--- src/hw/rtl/dbz_indexed_trapezoid_interest_macros.svh ---
// Assertion macros for the reflectivity-indexed trapezoid interest block.
// Included by the RTL files that carry concurrent assertions; no other dependencies.
`ifndef DBZ_INDEXED_TRAPEZOID_INTEREST_MACROS_SVH
`define DBZ_INDEXED_TRAPEZOID_INTEREST_MACROS_SVH
`ifndef NO_ASSERTIONS
// Checked property, masked while reset is asserted.
`define DITRAP_ASSERT(lbl, clk_s, rstn_s, prop, msg) \
    lbl: assert property (@(posedge clk_s) disable iff (!rstn_s) prop) else $error(msg);
// Checked property that must also hold during reset.
`define DITRAP_ASSERT_ALL(lbl, clk_s, prop, msg) \
    lbl: assert property (@(posedge clk_s) prop) else $error(msg);
`else
`define DITRAP_ASSERT(lbl, clk_s, rstn_s, prop, msg)
`define DITRAP_ASSERT_ALL(lbl, clk_s, prop, msg)
`endif
`endif

--- src/hw/rtl/ditrap_pkg.sv ---
// Shared constants and types for the reflectivity-indexed trapezoid interest block.
// No dependencies; used by ditrap_shape and dbz_indexed_trapezoid_interest.
`default_nettype none

package ditrap_pkg;

    // Default shape table depth.
    localparam int unsigned TABLE_ENTRIES_DEF = 256;

    // Field widths fixed by the interface.
    localparam int unsigned CFG_INDEX_W = 2;
    localparam int unsigned CFG_DATA_W  = 16;

    // Full interest, 1.0 in Q1.15.
    localparam logic [15:0] ONE_Q15 = 16'h8000;

    // Item commands.
    localparam logic CMD_EVAL  = 1'b0;
    localparam logic CMD_WRITE = 1'b1;

    // Configuration register indexes.
    localparam logic [CFG_INDEX_W-1:0] REG_USE_TABLE   = 2'd0;
    localparam logic [CFG_INDEX_W-1:0] REG_MAP_WEIGHT  = 2'd1;
    localparam logic [CFG_INDEX_W-1:0] REG_MIN_DBZ     = 2'd2;
    localparam logic [CFG_INDEX_W-1:0] REG_LAST_INDEX  = 2'd3;

    // Configuration reset values.
    localparam logic        USE_TABLE_RST  = 1'b0;
    localparam logic [15:0] MAP_WEIGHT_RST = 16'd4096;
    localparam logic [11:0] MIN_DBZ_RST    = 12'hD80;   // -40.0 dBZ in Q8.4
    localparam logic [7:0]  LAST_INDEX_RST = 8'd139;

    // Stage enables handed from the sequencer to the shape evaluator.
    typedef struct packed {
        logic sel_en;
        logic mul_en;
        logic rnd_en;
    } shape_ctl_t;

endpackage : ditrap_pkg

`default_nettype wire

--- src/hw/rtl/ditrap_shape.sv ---
// Trapezoid shape evaluator: segment select, ramp multiply and rounding stages.
// Depends on ditrap_pkg for the stage-enable struct and the 1.0 constant.
`default_nettype none

module ditrap_shape (
    input  wire logic                    clk,
    input  wire ditrap_pkg::shape_ctl_t  ctl,
    input  wire logic [63:0]             bp_word,
    input  wire logic [63:0]             slope_word,
    input  wire logic signed [15:0]      sample,
    output logic [15:0]                  interest
);
    import ditrap_pkg::*;

    typedef enum logic [1:0] {
        SEG_ZERO = 2'd0,
        SEG_FULL = 2'd1,
        SEG_RISE = 2'd2,
        SEG_FALL = 2'd3
    } seg_t;

    logic signed [15:0] x1, x2, x3, x4;
    logic signed [16:0] d_rise, d_fall;
    seg_t               seg_next;
    logic [15:0]        diff_next;
    logic [31:0]        slope_next;

    seg_t               seg_reg, seg2_reg;
    logic [15:0]        diff_reg;
    logic [31:0]        slope_reg;
    logic [47:0]        prod_reg;

    logic [48:0]        rnd_sum;
    logic [39:0]        ramp_val;
    logic [15:0]        ramp_cap;
    logic [15:0]        interest_next;
    logic [15:0]        interest_reg;

    assign x1 = $signed(bp_word[15:0]);
    assign x2 = $signed(bp_word[31:16]);
    assign x3 = $signed(bp_word[47:32]);
    assign x4 = $signed(bp_word[63:48]);

    // The sample lies above the ramp start on either ramp, so the
    // difference always fits in 16 unsigned bits.
    assign d_rise = {sample[15], sample} - {x1[15], x1};
    assign d_fall = {sample[15], sample} - {x3[15], x3};

    always_comb
    begin
        seg_next   = SEG_ZERO;
        diff_next  = d_rise[15:0];
        slope_next = slope_word[31:0];
        if (sample <= x1 || sample >= x4)
        begin
            seg_next = SEG_ZERO;
        end
        else if (sample >= x2 && sample <= x3)
        begin
            seg_next = SEG_FULL;
        end
        else if (sample >= x1 && sample <= x2)
        begin
            seg_next = SEG_RISE;
        end
        else if (sample >= x3 && sample <= x4)
        begin
            seg_next   = SEG_FALL;
            diff_next  = d_fall[15:0];
            slope_next = slope_word[63:32];
        end
    end

    always_ff @(posedge clk)
    begin
        if (ctl.sel_en)
        begin
            seg_reg   <= seg_next;
            diff_reg  <= diff_next;
            slope_reg <= slope_next;
        end
        if (ctl.mul_en)
        begin
            seg2_reg <= seg_reg;
            prod_reg <= diff_reg * slope_reg;
        end
        if (ctl.rnd_en)
        begin
            interest_reg <= interest_next;
        end
    end

    // Round to Q1.15 and cap at full interest.
    assign rnd_sum  = {1'b0, prod_reg} + 49'd256;
    assign ramp_val = rnd_sum[48:9];
    assign ramp_cap = (ramp_val > 40'(ONE_Q15)) ? ONE_Q15 : ramp_val[15:0];

    always_comb
    begin
        case (seg2_reg)
            SEG_FULL: interest_next = ONE_Q15;
            SEG_RISE: interest_next = ramp_cap;
            SEG_FALL: interest_next = ONE_Q15 - ramp_cap;
            default:  interest_next = '0;
        endcase
    end

    assign interest = interest_reg;

endmodule : ditrap_shape

`default_nettype wire

--- config.mk ---
export PLATFORM = sky130hd
export DESIGN_NAME = ditrap_shape
export DESIGN_NICKNAME = d
export VERILOG_FILES = /design/src/hw/rtl/dbz_indexed_trapezoid_interest_macros.svh /design/src/hw/rtl/ditrap_pkg.sv /design/src/hw/rtl/ditrap_shape.sv
export SDC_FILE = /design/constraint.sdc
export NUM_CORES = 2
export LEC_CHECK = 0
export ABC_CLOCK_PERIOD_IN_PS = 6500
export BUFFER_PORTS_ARGS = -buffer_cell sky130_fd_sc_hd__clkbuf_2
export CORE_MARGIN = 4
export CORE_UTILIZATION = 40
export DETAILED_ROUTE_END_ITERATION = 16
export HOLD_SLACK_MARGIN = 0.03
export PLACE_DENSITY = 0.68
export SYNTH_ARGS = -nofsm -noshare
export SYNTH_HDL_FRONTEND = slang
export SYNTH_SLANG_ARGS = --single-unit
export TNS_END_PERCENT = 30
--- constraint.sdc ---
create_clock -name clk -period 6.5 [get_ports clk]
set_clock_uncertainty 0.2 [all_clocks]
set_input_delay 0.325 -clock clk [delete_from_list [all_inputs] [get_ports clk]]
set_output_delay 0.325 -clock clk [all_outputs]
set_load 0.1 [all_outputs]
* After elaboration in Yosys (flattened, before gate mapping)
Cells that the tools add are included. Widths: inputs -> output; s select.
Word-level totals: flip-flop bits (word level) 116, bits of input ports 148, output and inout port bits 16, word-level logic and storage cells 42
Cells by class: add/sub/neg operators 4, multiply operators 1, magnitude comparators 9, equality and inequality tests 3, multiplexer cells 13, reduce and logical (&&, ||, !) cells 5
Operator list (number):
- $mux 32 | 4
- $mux 16 | 5
- $ge 16x16->1 | 4
- $le 16x16->1 | 4
- $add 48x9->49 const B | 1
- $mul 16x32->48 | 1
- $pmux 16 s3 | 1
- $gt 40x16->1 const B | 1
- $sub 16x16->16 | 2
- $sub 16x16->16 const A | 1
- $eq 2x2->1 const B | 2
- $mux 2 | 2
- $logic_and 1x1->1 | 3
- $eq 2x1->1 const B | 1
- $reduce_or 2->1 | 1
- $logic_or 1x1->1 | 1
- $mux 1 | 1

* Depth between registers and ports, before layout
depth in word-level cells 6, gate-level depth with buffers 24, depth with buffers taken out 23

* Least setup slack after synthesis
Ideal clock, no wire load.
kind flip-flop to flip-flop, start point reg diff_reg[9], end point reg prod_reg[40], data pin, arrival time 6.400 ns, path slack -0.359 ns, stages on the path, launching flop included 24, path buffers 1, period minus slack after synthesis 6.859 ns, path through edfxtp_1 > clkbuf_1 > nand2_1 > fa_1 > inv_1 > fa_1 > inv_1 > fa_1 > inv_1 > fa_1 > fa_1 > inv_1 > fa_1 > inv_1 > ha_1 > nand4_1 > or2_2 > a21o_1 > o211ai_1 > nand4_1 > a2111oi_0 > o21ai_0 > o21ai_0 > xnor2_1
Between the ends: word-level cells in the longest chain between the ends 1
RTL lines:
- from (decl) | line ditrap_shape.sv:29 | logic [15:0] diff_reg;
- from (signal assigned) | line ditrap_shape.sv:79 | diff_reg <= diff_next;
- $mul 16x32->48 | line ditrap_shape.sv:85 | prod_reg <= diff_reg * slope_reg;
- to (signal assigned) | line ditrap_shape.sv:85
- to (decl) | line ditrap_shape.sv:31 | logic [47:0] prod_reg;
No other way between the ends. A chain may end at the register's enable or synchronous reset.

* Final worst setup path
start point reg diff_reg[5], end point reg prod_reg[38], data pin
The elaborated chain is that of the path after synthesis.

==> flow_metrics.tcl <==
set metrics [dict create \
    cts_tree "done" \
    ys_top_cells_by_count "inv_1 (530), fa_1 (419), nand2_1 (363), and2_1 (211), ha_1 (183)" \
    syn-instance-count 2558 \
    grtUsageTotal_pct 18.7 \
    timing.final.ws_setup_ns -0.151 \
    synth_top_flop_cell "edfxtp_1" \
    grt_pass1_wl_mm 96.2 \
    max_slew_margin_pct 32.9 \
    synth_warnings 0 \
    hpwl_mm 48.6 \
    violations "negative setup slack" \
    pin_count 164 \
    min_path_cells 2 \
    max_freq_mhz 150 \
    drv_cap 0 \
    tightest_slew_ns 1.01 \
    gr-total-overflow 0 \
    arrival_ns 6.58 \
    yosys.area.top_type "fa_1" \
    setup_viol 6 \
    row_count 88 \
    final_util_pct 48.0 \
    critPathRequiredTime_ns 6.43 \
    multiInputGateArea_mm2 0.0183 \
    initial_utilization_pct 40.4 \
    drtPass1Iterations 6 \
    drt_iter0_markers 1025 \
    grt_max_degree 51 \
    clock_path_buffers 2 \
    fin_crit_sh_pct 102 \
    numCtsBuffers 9 \
    seq_area_frac_synth_pct 13.9 \
    placed_cell_area_mm2 0.0263 \
    drc 0 \
    holdCritPathClass "primary input to register" \
    grt_pass1_vias 18935 \
    routed_wl_mm 58.3 \
    ys_ff_latch 108 \
    antenna_found_initial 0 \
    routed_via_density 5.01 \
    whs_endpoint "slope_reg[31]$_DFFE_PP_" \
    diodes 0 \
    hold_violations 0 \
    vias 18256 \
    syn_area_per_cell_um2 9.11 \
    r2r_cells 25 \
    drive_above_1_share_pct 18.9 \
    r2r_setup_slack_ns -0.15 \
    regArea_mm2 0.00324 \
    rsz0062_at_grt "yes" \
    synthToLayoutAreaGrowth_pct 18.8 \
    gp_congestion 0.911 \
    path_class "register to register" \
    yosysUniqueCellTypes 73 \
    fill_cells 5379 \
    yosysTopAreaCellShare_pct 36.0 \
    slew_viol_final 0 \
    worst-path-max-fanout 8 \
    largest_register_ffs 40 \
    dieArea_mm2 0.0622 \
    layout.nets 3621 \
    synth_edf_count 108 \
    reg2reg_from "diff_reg[5]$_DFFE_PP_" \
    min_from "slope_word[31]" \
    timing.rr.end "prod_reg[38]$_DFFE_PP_" \
    yosysMostFrequentCell "inv_1" \
    synth_area_leaders "fa_1 (36%), edfxtp_1 (14%), ha_1 (9.8%)" \
    stdcell_area_mm2 0.0277 \
    clockRootBuffer "clkbuf_16" \
    start_kind "register" \
    ys_async_sr_fraction_pct 0 \
    min_period_ns 6.65 \
    end_kind "register" \
    wire_per_inst_um 16.0 \
    syn_nets 3308 \
    htreeDepth 3 \
    die_h_um 249 \
    die-width_um 249 \
    outcome "complete, but fails checks" \
    insertion_delay_ns 0.40 \
    path_clk_slew_ns 0.08 \
    core_mm2 0.0577 \
    clock_sink_count 108 \
    ant_nets 0 \
    syn_area_mm2 0.0233 \
    io_buffers 163 \
]
[final cells by class]
cell class              count  area share [%]
repair buffers            402            10.4
clock inverters             6           0.339
well taps                 765            3.46
clock buffers              10           0.827
inverters                 530            7.19
flip-flops and latches    108            11.7
multi-input cells        1820            66.0
[metal layers]
layer / up-vias / part of all wire, % / wire, um / global-route usage (%)
met5: - / 0 / 0 / 0
met4: 0 / 2.2 / 1260 / 4.49
met3: 85 / 5.6 / 3290 / 3.47
met2: 595 / 48 / 27900 / 31.2
met1: 8943 / 44 / 25900 / 25.5
li1: 8633 / - / - / -
[placed cells by master, fill, tap and decap left out, types with 9 or more instances in the layout]
cell type,synthesis,layout
nor3_1,22,22
a21oi_1,70,57
nor2b_1,14,14
xnor2_1,61,61
mux2_2,33,33
o21a_1,10,9
xor2_1,30,29
buf_6,0,20
nor4_1,17,16
nand3_1,32,32
and4_1,10,9
inv_2,0,9
o21ai_0,62,52
fa_2,0,17
fa_1,419,402
inv_1,530,521
clkbuf_2,1,163
a21oi_2,0,12
nor2_1,68,65
a21o_1,30,30
nand2b_1,13,13
and2_1,211,205
nand4_1,33,33
buf_12,0,10
nand2_1,363,358
mux2i_1,10,10
buf_4,1,182
ha_1,183,165
dlygate4sd3_1,0,24
edfxtp_1,108,108
clkbuf_16,0,10
ha_4,0,18
and3_1,15,13
[repair_timing]
action / 4_1_cts / 5_1_grt
hold buffers: 24 / 0
endpoints found under the hold margin: 12 / 0
endpoints found under the setup margin: 16 / 21
resized for setup: 35 / 103
setup buffers: 6 / 25
gates cloned: 0 / 2
pin swaps: 32 / 70
[kinds of logic after synthesis]
logic type / after synthesis / synth area share, %
AND/OR/NAND/NOR: 828 / 17.6
buffers and inverters: 630 / 10.2
adder cells (fa/ha/maj): 602 / 45.8
AO/OA/AOI/OAI: 256 / 7.06
flip-flops: 108 / 13.9
XOR/XNOR: 91 / 3.42
multiplexers: 43 / 2.02
[worst max path at each step]
stage / slack (ns) / to / start
2_1_floorplan: 0.01 / prod_reg[41]$_DFFE_PP_ / diff_reg[1]$_DFFE_PP_
3_3_place_gp: -0.43 / prod_reg[47]$_DFFE_PP_ / slope_reg[22]$_DFFE_PP_
3_5_place_dp: -0.50 / prod_reg[47]$_DFFE_PP_ / diff_reg[6]$_DFFE_PP_
4_1_cts: -0.17 / prod_reg[44]$_DFFE_PP_ / diff_reg[5]$_DFFE_PP_
5_1_grt: -0.42 / prod_reg[38]$_DFFE_PP_ / diff_reg[5]$_DFFE_PP_
6_report: -0.15 / prod_reg[38]$_DFFE_PP_ / diff_reg[5]$_DFFE_PP_
[metrics by stage]
step / hold WS, ns / cells / TNS, ns / setup slack, ns
after detailed placement: 0.374 / 3570 / -3.73 / -0.504
after floorplan: 0.200 / 2558 / 0 / 0.0120
after CTS: 0.0300 / 3616 / -0.613 / -0.170
after global routing: 0.0313 / 3641 / -2.43 / -0.421
after global placement: 0.369 / 3570 / -2.69 / -0.431
final: 0.0446 / 3641 / -0.564 / -0.151
[critical path, cell delays in order (launching register included)]
cell	delay (ns)
edfxtp_1	0.38
buf_6	0.15
buf_12	0.12
and2_4	0.15
fa_1	0.49
inv_1	0.05
fa_1	0.48
inv_2	0.04
fa_1	0.49
inv_1	0.05
fa_1	0.49
inv_2	0.04
fa_1	0.50
fa_1	0.55
ha_4	0.30
nand4_1	0.11
or2_4	0.25
a21o_1	0.17
o211ai_1	0.13
nand4_1	0.22
a2111oi_4	0.35
buf_4	0.21
o21ai_4	0.08
buf_4	0.15
mux2i_1	0.14
nand2_1	0.09
Power is left out: the tool's default activity adds up to more than one toggle a clock period on the data nets, which glitch-free logic cannot reach.
